$ cat src/hdl/eight_channel_led_pwm_serializer_assert.svh
// Assertion macros for the LED PWM serializer.
// Both expect clk in scope; ELPS_ASSERT also expects arst_n.
`ifndef EIGHT_CHANNEL_LED_PWM_SERIALIZER_ASSERT_SVH
`define EIGHT_CHANNEL_LED_PWM_SERIALIZER_ASSERT_SVH

// Checked only outside reset.
`define ELPS_ASSERT(label, prop, msg) \
	label: assert property (@(posedge clk) disable iff (!arst_n) prop) else $error(msg);

// Checked at every edge, reset included.
`define ELPS_ASSERT_ALWAYS(label, prop, msg) \
	label: assert property (@(posedge clk) prop) else $error(msg);

`endif

$ cat src/hdl/elps_pkg.sv
`default_nettype none
package elps_pkg;

	localparam int PWM_STEPS = 20;
	localparam int LED_COUNT = 8;

	localparam int OP_W       = 2;
	localparam int IDX_W      = 3;
	localparam int LEVEL_IN_W = 8;
	localparam int BIT_POS_W  = 3;

	localparam int LVL_W     = $clog2(PWM_STEPS + 1);
	localparam int STEP_W    = $clog2(PWM_STEPS);
	localparam int LED_IDX_W = $clog2(LED_COUNT);

	typedef enum logic [OP_W-1:0] {
		OP_TICK  = 2'd0,
		OP_SET   = 2'd1,
		OP_SOLO  = 2'd2,
		OP_CLEAR = 2'd3
	} op_t;

	typedef struct packed {
		logic                 valid;
		logic [LED_COUNT-1:0] pattern;
	} ser_load_t;

	function automatic logic [LVL_W-1:0] reset_level(input int i);
		int v;
		begin
			v = 2 * i;
			if (v > PWM_STEPS) begin
				return LVL_W'(PWM_STEPS);
			end
			return LVL_W'(v);
		end
	endfunction

endpackage
`default_nettype wire

$ cat src/hdl/elps_req_if.sv
`default_nettype none
interface elps_req_if;
	import elps_pkg::*;

	logic                  valid;
	logic                  ready;
	logic [OP_W-1:0]       operation;
	logic [IDX_W-1:0]      led_index;
	logic [LEVEL_IN_W-1:0] level;

	modport source (output valid, output operation, output led_index, output level,
		input ready);
	modport sink (input valid, input operation, input led_index, input level,
		output ready);
endinterface
`default_nettype wire

$ cat src/hdl/elps_res_if.sv
`default_nettype none
interface elps_res_if;
	import elps_pkg::*;

	logic                 valid;
	logic                 ready;
	logic                 serial_bit;
	logic [BIT_POS_W-1:0] bit_position;
	logic                 latch_now;

	modport source (output valid, output serial_bit, output bit_position, output latch_now,
		input ready);
	modport sink (input valid, input serial_bit, input bit_position, input latch_now,
		output ready);
endinterface
`default_nettype wire

$ cat src/hdl/elps_serializer.sv
`default_nettype none
`include "eight_channel_led_pwm_serializer_assert.svh"
module elps_serializer (
	input  logic                clk,
	input  logic                arst_n,
	input  elps_pkg::ser_load_t load,
	output logic                load_ready,
	elps_res_if.source          result
);
	import elps_pkg::*;

	logic                 busy_q;
	logic [LED_IDX_W-1:0] pos_q;
	logic [LED_COUNT-1:0] pattern_q;
	logic                 last;
	logic                 take;

	assign last       = (pos_q == LED_IDX_W'(LED_COUNT - 1));
	assign take       = busy_q && result.ready;
	assign load_ready = !busy_q || (take && last);

	always_ff @(posedge clk or negedge arst_n) begin
		if (!arst_n) begin
			busy_q <= 1'b0;
			pos_q  <= '0;
		end else if (load.valid) begin
			busy_q <= 1'b1;
			pos_q  <= '0;
		end else if (take) begin
			if (last) begin
				busy_q <= 1'b0;
			end else begin
				pos_q <= pos_q + 1'b1;
			end
		end
	end

	always_ff @(posedge clk) begin
		if (load.valid) begin
			pattern_q <= load.pattern;
		end
	end

	assign result.valid        = busy_q;
	assign result.serial_bit   = pattern_q[pos_q];
	assign result.bit_position = BIT_POS_W'(pos_q);
	assign result.latch_now    = last;

	`ELPS_ASSERT(a_load_when_free, load.valid |-> load_ready, "pattern loaded while busy")
	`ELPS_ASSERT(a_run_ends, (take && last && !load.valid) |=> !busy_q, "run did not end")
	`ELPS_ASSERT(a_load_starts, load.valid |=> (busy_q && pos_q == '0), "run did not start")

endmodule
`default_nettype wire

$ cat src/hdl/eight_channel_led_pwm_serializer.sv
// Path: a tick request is taken into the input register, then loaded into the output
// shifter once that is free, and the shifter then offers its first serial bit.
// Throughput: level requests (set, solo, all off) go at one per cycle unless a tick
// waits in the input register; a tick holds the shifter until its eight bits are taken.
// Reset (arst_n low, asynchronous): levels go to 2*i, the step counter to zero,
// the input register and the shifter empty.
`default_nettype none
`include "eight_channel_led_pwm_serializer_assert.svh"
module eight_channel_led_pwm_serializer (
	input  logic       clk,
	input  logic       arst_n,
	elps_req_if.sink   request,
	elps_res_if.source result
);
	import elps_pkg::*;

	logic                  valid_s1;
	op_t                   op_s1;
	logic [IDX_W-1:0]      idx_s1;
	logic [LEVEL_IN_W-1:0] level_s1;

	logic [LVL_W-1:0]      levels_q [LED_COUNT];
	logic [STEP_W-1:0]     step_q;

	logic                  advance;
	logic                  is_tick;
	logic                  idx_ok;
	logic [LVL_W-1:0]      clamped;
	logic [LED_COUNT-1:0]  pattern;
	ser_load_t             load;
	logic                  load_ready;

	assign is_tick       = (op_s1 == OP_TICK);
	assign advance       = valid_s1 && (!is_tick || load_ready);
	assign request.ready = !valid_s1 || advance;
	assign idx_ok        = (int'(idx_s1) < LED_COUNT);
	assign clamped       = (level_s1 > LEVEL_IN_W'(PWM_STEPS)) ? LVL_W'(PWM_STEPS)
		: level_s1[LVL_W-1:0];

	always_ff @(posedge clk or negedge arst_n) begin
		if (!arst_n) begin
			valid_s1 <= 1'b0;
		end else if (request.ready) begin
			valid_s1 <= request.valid;
		end
	end

	always_ff @(posedge clk) begin
		if (request.ready && request.valid) begin
			op_s1    <= op_t'(request.operation);
			idx_s1   <= request.led_index;
			level_s1 <= request.level;
		end
	end

	always_ff @(posedge clk or negedge arst_n) begin
		if (!arst_n) begin
			for (int i = 0; i < LED_COUNT; i++) begin
				levels_q[i] <= reset_level(i);
			end
		end else if (advance) begin
			unique case (op_s1)
				OP_TICK: begin
				end
				OP_SET: begin
					if (idx_ok) begin
						levels_q[idx_s1[LED_IDX_W-1:0]] <= clamped;
					end
				end
				OP_SOLO: begin
					for (int i = 0; i < LED_COUNT; i++) begin
						levels_q[i] <= '0;
					end
					if (idx_ok) begin
						levels_q[idx_s1[LED_IDX_W-1:0]] <= LVL_W'(PWM_STEPS);
					end
				end
				OP_CLEAR: begin
					for (int i = 0; i < LED_COUNT; i++) begin
						levels_q[i] <= '0;
					end
				end
				default: begin
				end
			endcase
		end
	end

	always_ff @(posedge clk or negedge arst_n) begin
		if (!arst_n) begin
			step_q <= '0;
		end else if (advance && is_tick) begin
			step_q <= (step_q >= STEP_W'(PWM_STEPS - 1)) ? '0 : step_q + 1'b1;
		end
	end

	always_comb begin
		for (int i = 0; i < LED_COUNT; i++) begin
			pattern[i] = (LVL_W'(step_q) < levels_q[i]);
		end
	end

	assign load.valid   = advance && is_tick;
	assign load.pattern = pattern;

	elps_serializer u_ser (
		.clk        (clk),
		.arst_n     (arst_n),
		.load       (load),
		.load_ready (load_ready),
		.result     (result)
	);

	`ELPS_ASSERT_ALWAYS(a_step_range, step_q < STEP_W'(PWM_STEPS), "step out of range")
	`ELPS_ASSERT(a_level_no_stall, (valid_s1 && !is_tick) |-> advance, "level request stalled")
	`ELPS_ASSERT(a_tick_step, (advance && is_tick && step_q == '0) |=> step_q != '0,
		"step did not advance")

endmodule
`default_nettype wire
$ cat src/flat_wrapper.sv
// flat-port wrapper written by rule: the top's interface ports become plain ports
module eight_channel_led_pwm_serializer_flat import elps_pkg::*;
  (clk, arst_n, request_valid, request_operation, request_led_index, request_level, request_ready, result_valid, result_serial_bit, result_bit_position, result_latch_now, result_ready);
  elps_req_if request_i ();
  elps_res_if result_i ();
  input  logic clk;
  input  logic arst_n;
  input wire logic [$bits(request_i.valid)-1:0] request_valid;
  input wire logic [$bits(request_i.operation)-1:0] request_operation;
  input wire logic [$bits(request_i.led_index)-1:0] request_led_index;
  input wire logic [$bits(request_i.level)-1:0] request_level;
  output wire logic [$bits(request_i.ready)-1:0] request_ready;
  output wire logic [$bits(result_i.valid)-1:0] result_valid;
  output wire logic [$bits(result_i.serial_bit)-1:0] result_serial_bit;
  output wire logic [$bits(result_i.bit_position)-1:0] result_bit_position;
  output wire logic [$bits(result_i.latch_now)-1:0] result_latch_now;
  input wire logic [$bits(result_i.ready)-1:0] result_ready;
  assign request_i.valid = request_valid;
  assign request_i.operation = request_operation;
  assign request_i.led_index = request_led_index;
  assign request_i.level = request_level;
  assign request_ready = request_i.ready;
  assign result_valid = result_i.valid;
  assign result_serial_bit = result_i.serial_bit;
  assign result_bit_position = result_i.bit_position;
  assign result_latch_now = result_i.latch_now;
  assign result_i.ready = result_ready;
  eight_channel_led_pwm_serializer u_core (.clk(clk), .arst_n(arst_n), .request(request_i), .result(result_i));
endmodule
$ cat config.mk
export PLATFORM = sky130hd
export DESIGN_NAME = eight_channel_led_pwm_serializer_flat
export DESIGN_NICKNAME = d
export VERILOG_FILES = /design/src/hdl/elps_pkg.sv /design/src/hdl/elps_req_if.sv /design/src/hdl/elps_res_if.sv /design/src/hdl/elps_serializer.sv /design/src/hdl/eight_channel_led_pwm_serializer.sv /design/src/flat_wrapper.sv
export VERILOG_INCLUDE_DIRS = /design/src /design/src/hdl
export SDC_FILE = /design/constraint.sdc
export NUM_CORES = 1
export LEC_CHECK = 0
export ABC_AREA = 1
export ABC_CLOCK_PERIOD_IN_PS = 2600
export BUFFER_PORTS_ARGS = -buffer_cell sky130_fd_sc_hd__buf_2
export CORE_MARGIN = 1.5
export CORE_UTILIZATION = 45
export DETAILED_ROUTE_END_ITERATION = 8
export SYNTH_ARGS = -nofsm -noshare
export SYNTH_HDL_FRONTEND = slang
export SYNTH_HIERARCHICAL = 1
export SYNTH_SLANG_ARGS = --single-unit
$ cat constraint.sdc
create_clock -name clk -period 2.6 [get_ports clk]
set_clock_uncertainty 0.15 [all_clocks]
set_input_delay 0.13 -clock clk [delete_from_list [all_inputs] [get_ports clk]]
set_output_delay 0.13 -clock clk [all_outputs]
set_load 0.005 [all_outputs]
; ---- Word-level counts from Yosys, hierarchy flattened
; Index checks and enable logic that the tools add are counted.
[op_classes]
n_eq_ne = 5
n_lt_le_gt_ge = 13
bitwise = 1
n_mux = 14
addsub = 2
n_reduce_logical = 19
[ops]
columns = op, count
row1 = case mux 40 bit (3 select lines), 1
row2 = bitwise mux 40 bit, 1
row3 = less-than comparator 5 bit, 8
row4 = demux 5 bit (select 3 bit), 1
row5 = two-way mux 5 bit, 3
row6 = two-way mux 3 bit, 3
row7 = "greater-than comparator 8 x 5 -> 1 bit, second input constant", 1
row8 = logical AND 1 bit, 6
row9 = AND reduction 2 bit, 3
row10 = "adder 5 x 1 -> 5 bit, second input constant", 1
row11 = ">= comparator 5 bit, second input constant", 1
row12 = "equality test 2 bit, second input constant", 2
row13 = ">= comparator 4 bit, second input constant", 1
row14 = "less-than comparator 3 x 4 -> 1 bit, second input constant", 1
row15 = "less-than comparator 4 x 1 -> 1 bit, second input constant", 1
row16 = two-way mux 1 bit, 4
row17 = inverter 3 -> 4 bit, 1
row18 = nonzero test 2 bit, 2
row19 = "adder 3 x 1 -> 3 bit, second input constant", 1
row20 = binary-select mux 1 bit (select 3 bit), 1
row21 = "equality test 3 bit, second input constant", 1
row22 = logical NOT 1 bit, 3
row23 = logical OR 1 bit, 3
row24 = nonzero test 3 bit, 1
row25 = 3 further kinds, 3
[word_totals]
wordCells = 70
reg_bits = 71
input_bits = 17

; ---- Logic depth before layout (Yosys ltp)
[depth]
depth_word = 8
depth_mapped = 9

; ---- By module
; Netlist, hierarchy kept.
[modules_own_cells]
columns = module, cells_per_inst, area_per_inst_um2, instances, seq_area_each_um2
row1 = eight_channel_led_pwm_serializer, 417, 3453.3, 1, 1556.5
row2 = elps_serializer, 58, 543.0, 1, 340.3

; ---- Worst setup path after synthesis
; Ideal clock, no wire load.
[synth_path]
path_type = register to register
startpoint = reg u_core.u_ser.pos_q[0], in the netlist u_core/u_ser/result.bit_position[0]
endpoint = reg u_core.idx_s1[0], enable pin
path_buffers = 0
stages_incl_launch_ff = 9
synth_period_minus_slack_ps = 2287
t_arrival_ps = 1788
setup_slack_ps = 313
required_ps = 2101
path_cell_list = dfrtp_1 -> ha_1 -> ha_1 -> inv_1 -> o21ai_0 -> inv_1 -> nand3_1 -> nand2_1 -> inv_1
[synth_via]
elab_chain_cells = 7
[synth_rtl]
columns = item, line_no
row1 = from (decl), elps_serializer.sv:13  ; logic [LED_IDX_W-1:0] pos_q;
row2 = from (signal assigned), elps_serializer.sv:33  ; pos_q <= pos_q + 1'b1;
row3 = equality test 3 bit, elps_serializer.sv:18  ; assign last = (pos_q == LED_IDX_W'(LED_COUNT - 1));
row4 = net result_latch_now, flat_wrapper.sv:16  ; output wire logic [$bits(result_i.latch_now)-1:0] result_latch_now;
row5 = logical AND 1 bit, elps_serializer.sv:20  ; assign load_ready = !busy_q || (take && last);
row6 = logical OR 1 bit, elps_serializer.sv:20
row7 = net u_core.load_ready, eight_channel_led_pwm_serializer.sv:31  ; logic load_ready;
row8 = logical OR 1 bit, eight_channel_led_pwm_serializer.sv:34  ; assign advance = valid_s1 && (!is_tick || load_ready);
row9 = logical AND 1 bit, eight_channel_led_pwm_serializer.sv:34
row10 = logical OR 1 bit, eight_channel_led_pwm_serializer.sv:35  ; assign request.ready = !valid_s1 || advance;
row11 = net request_ready, flat_wrapper.sv:12  ; output wire logic [$bits(request_i.ready)-1:0] request_ready;
row12 = logical AND 1 bit, eight_channel_led_pwm_serializer.sv:49  ; if (request.ready && request.valid) begin
row13 = to (signal assigned), eight_channel_led_pwm_serializer.sv:51  ; idx_s1 <= request.led_index;
row14 = to (decl), eight_channel_led_pwm_serializer.sv:19  ; logic [IDX_W-1:0] idx_s1;
; The timed path passes the listed nets, and every way through them passes these cells.
; A chain may end at the register's enable or synchronous reset.

; ---- Worst setup path in the final report
[layout_path]
startpoint = reg u_core.u_ser.pos_q[0], in the netlist u_core/u_ser/result.bit_position[0]
endpoint = reg u_core.level_s1[4], enable pin
[layout_via]
elab_chain_cells = 7
[layout_rtl]
columns = item, line_no
row1 = equality test 3 bit, elps_serializer.sv:18
row2 = logical AND 1 bit, elps_serializer.sv:20
row3 = logical OR 1 bit, elps_serializer.sv:20
row4 = net u_core.load_ready, eight_channel_led_pwm_serializer.sv:31
row5 = logical OR 1 bit, eight_channel_led_pwm_serializer.sv:34
row6 = logical AND 1 bit, eight_channel_led_pwm_serializer.sv:34
row7 = logical OR 1 bit, eight_channel_led_pwm_serializer.sv:35
row8 = logical AND 1 bit, eight_channel_led_pwm_serializer.sv:49
row9 = to (signal assigned), eight_channel_led_pwm_serializer.sv:52  ; level_s1 <= request.level;
row10 = to (decl), eight_channel_led_pwm_serializer.sv:20  ; logic [LEVEL_IN_W-1:0] level_s1;
; The timed path passes the listed nets, and every way through them passes these cells.

==> impl_metrics.csv <==
group,metric,value,unit
outcome,outcome,"finished, final reports clean",
sta,grt_setup_unrepaired,"false",
grt,grt_pass1_wl,15300,um
cts,cts-htree-levels,3,
power_and_ir_drop,sw_frac_of_total,39.2,%
synth,ys_seq_area_share,47.5,%
sta,post-route-min-period,2380,ps
power_and_ir_drop,seqPwrFrac,42.8,%
synth,syn_inst,475,
setup_path,worst_path_most_repeated_cell,"inv_1",
grt,grt_max_degree,51,
cts,cts_tree,"yes",
layout,seq_area,0.00190,mm2
die,core,0.00868,mm2
cts,clk_pin_slew,70,ps
synth,yosysTopAreaCellShare,23.8,%
place,gp_congestion,0.838,
layout,fin_nets,574,
setup_path,critPathLaunchType,"register",
setup_path,max_stage_delay,470,ps
power_and_ir_drop,p_int,2400,uW
cts,clk_latency,340,ps
power_and_ir_drop,switchingPower,1550,uW
sta,finalHoldWorstSlack,82.0,ps
layout,drive_gt1_share,12.3,%
sta,final.setup.tns,0,ps
layout,fill_cells,865,
detailed_routing,drc,0,
layout,multi_input_area,0.00173,mm2
die,die_area,0.00945,mm2
grt,grt_overflow_total,0,
grt,grt.total_usage,20.9,%
detailed_routing,dr.pass1.iters,5,
synth,avgSynthCellArea,8.41,um2
die,pin_count,24,
sta,finalSetupViolCount,0,
layout,area_delta_synth_final,14.2,%
grt,grt_pass1_vias,3134,
die,die_y,97.2,um
power_and_ir_drop,p_leak,0.00221,uW
cts,cts_buffers,9,
die,rows,34,
setup_path,cp.arrival,2220,ps
setup_path,cp.required,2440,ps
setup_path,crit_slowest_cell,"dfrtp_1",
cts,clockBufferDepth,2,
synth,yosys.area.top_type,"dfrtp_1",
power_and_ir_drop,p_clk_share,20.4,%
synth,syn_nets,527,
synth,synth_seq_cells,71,
die,start_util,46.0,%
place,portBuffers,23,
synth,syn_area,0.00400,mm2
place,hpwl,6350,um
synth,ys_types,23,
setup_path,worstPathCellList,"ha_1 > ha_1 > inv_1 > o21ai_0 > inv_1 > nand3_1 > nand2_1 > inv_1",
sta,drv_slew,0,
power_and_ir_drop,power_density,865,mW/mm2
setup_path,end_kind,"register",
power_and_ir_drop,p_total,3940,uW
sta,fmax,0.420,GHz
place,pre_cts_slack,184,ps
setup_path,path_class,"register to register",
flow_run,maxCapViolCount,0,
detailed_routing,totalWireLength,9120,um
sta,period_share,91.6,%
detailed_routing,wire_per_inst,14.4,um
detailed_routing,vias,3254,
cts,cts.sinks,71,
layout,antenna_cells,0,
detailed_routing,first_iter_violations,150,
sta,fin_ws,219,ps
cts,root_buffer,"clkbuf_8",
sta,slew_headroom,38.3,%
power_and_ir_drop,ir_drop,0.318,mV
detailed_routing,vias_per_cell,5.12,
sta,hold_viol,0,
power_and_ir_drop,p_comb_share,36.8,%
synth,ys_warn_count,6,
sta,worst_pin_slew,922,ps
min_path,hold_path.class,"input pin to register",
cts,post_cts_buffers,0,
detailed_routing,antenna_left,0,
grt,antenna_found_initial,0,
die,die_x,97.2,um
setup_path,crit_fanout,13,
synth,synth_area_leaders,"dfrtp_1 24%, edfxtp_1 16%, ha_1 11%",
metal layers:
| metal | vias up | global-route usage [%] | part of all wire (%) |
|---|---|---|---|
| met2 | 79 | 33.4 | 46 |
| met3 | 16 | 4.53 | 5.4 |
| met4 | 0 | 6.59 | 1.4 |
| met1 | 1510 | 28.6 | 47 |
| li1 | 1649 | - | - |
| met5 | - | 0 | 0 |
placed cells by master, fill, tap and decap left out, drive strengths merged:
cell	instances
clkinv	4
a21oi	29
xor2	1
edfxtp	21
o21ai	39
dfstp	12
a22oi	4
inv	89
clkbuf	12
nand3	23
dlygate4sd3	15
clkinvlp	1
nor3	10
nand2	78
ha	35
nor2	72
o211ai	1
dfrtp	38
buf	26
nand4	17
synth_stat cells:
cell and instances:
xor2_1 1, inv_1 87, dfstp_2 12, nand2_2 2
a22oi_1 4, nand3_1 22, inv_2 3, buf_2 2
edfxtp_1 21, nand2_1 76, o211ai_1 1, nor2_4 6
buf_6 2, nor3_1 10, ha_1 35, dfrtp_1 38
a21oi_1 29, nand4_1 17, o21ai_0 38, nor2_1 66
nand3_4 1, o21ai_2 1, clkbuf_1 1
power by group through the flow:
stage	registers [uW]	clock network [uW]	logic [uW]
global placement	1700	0	1390
detailed placement	1710	0	1430
floorplan	1580	0	1070
global route	1720	879	1720
finish	1690	804	1450
CTS	1690	829	1460
worst paths after layout:
kind / start / end / slack (ps) / depth (start not counted)
setup / recovery: u_core/u_ser/result.bit_position[0] / u_core/level_s1[4] / 220 / 8
hold / removal: result_ready / u_core/u_ser/result.bit_position[1] / 80 / 5
min in group asynchronous: arst_n / async pin / 270 / 3
setup reg to reg: u_core/u_ser/result.bit_position[0] / u_core/level_s1[4] / 220 / 8
hold reg to reg: register / register / 360 / 2
max in group asynchronous: arst_n / u_core/valid_s1 / 1560 / 3
critical path, delay by kind of cell (launching register included):
family	cells	cell delay, ps
AO/OA/AOI/OAI	1	310
adder cells (fa/ha/maj)	2	360
buffers and inverters	3	490
flip-flops	1	470
AND/OR/NAND/NOR	2	240
layout make-up:
| cell class | instances | area share (%) |
|---|---|---|
| Inverter | 90 | 7.49 |
| Clock inverter | 4 | 0.411 |
| Clock buffer | 12 | 3.43 |
| Sequential cell | 71 | 41.6 |
| Multi-Input combinational cell | 309 | 37.8 |
| Tap cell | 108 | 2.96 |
| Timing Repair Buffer | 41 | 6.31 |
repair_timing:
action | 4_1_cts | 5_1_grt
hold buffers | 15 | 0
setup endpoints to repair | 0 | 3
hold endpoints to repair | 52 | 0
gates resized for setup | 0 | 1
cells by family after synthesis:
family                     synth area share, %
and+or+nand+nor                           22.4
buffers and inverters                     9.36
AOI/OAI and AO/OA                         9.55
DFF                                       47.5
adders and majority gates                 11.0
xor gates and xnor gates                 0.219
metrics by stage:
step	std cells	instance area, um2	utilization [%]
floorplan	475	4000	-
global placement	604	4230	48.8
detailed placement	604	4230	48.8
CTS	635	4560	52.5
global route	635	4560	52.6
finish	635	4560	52.6
No activity file was read; power rests on OpenSTA's default activity.
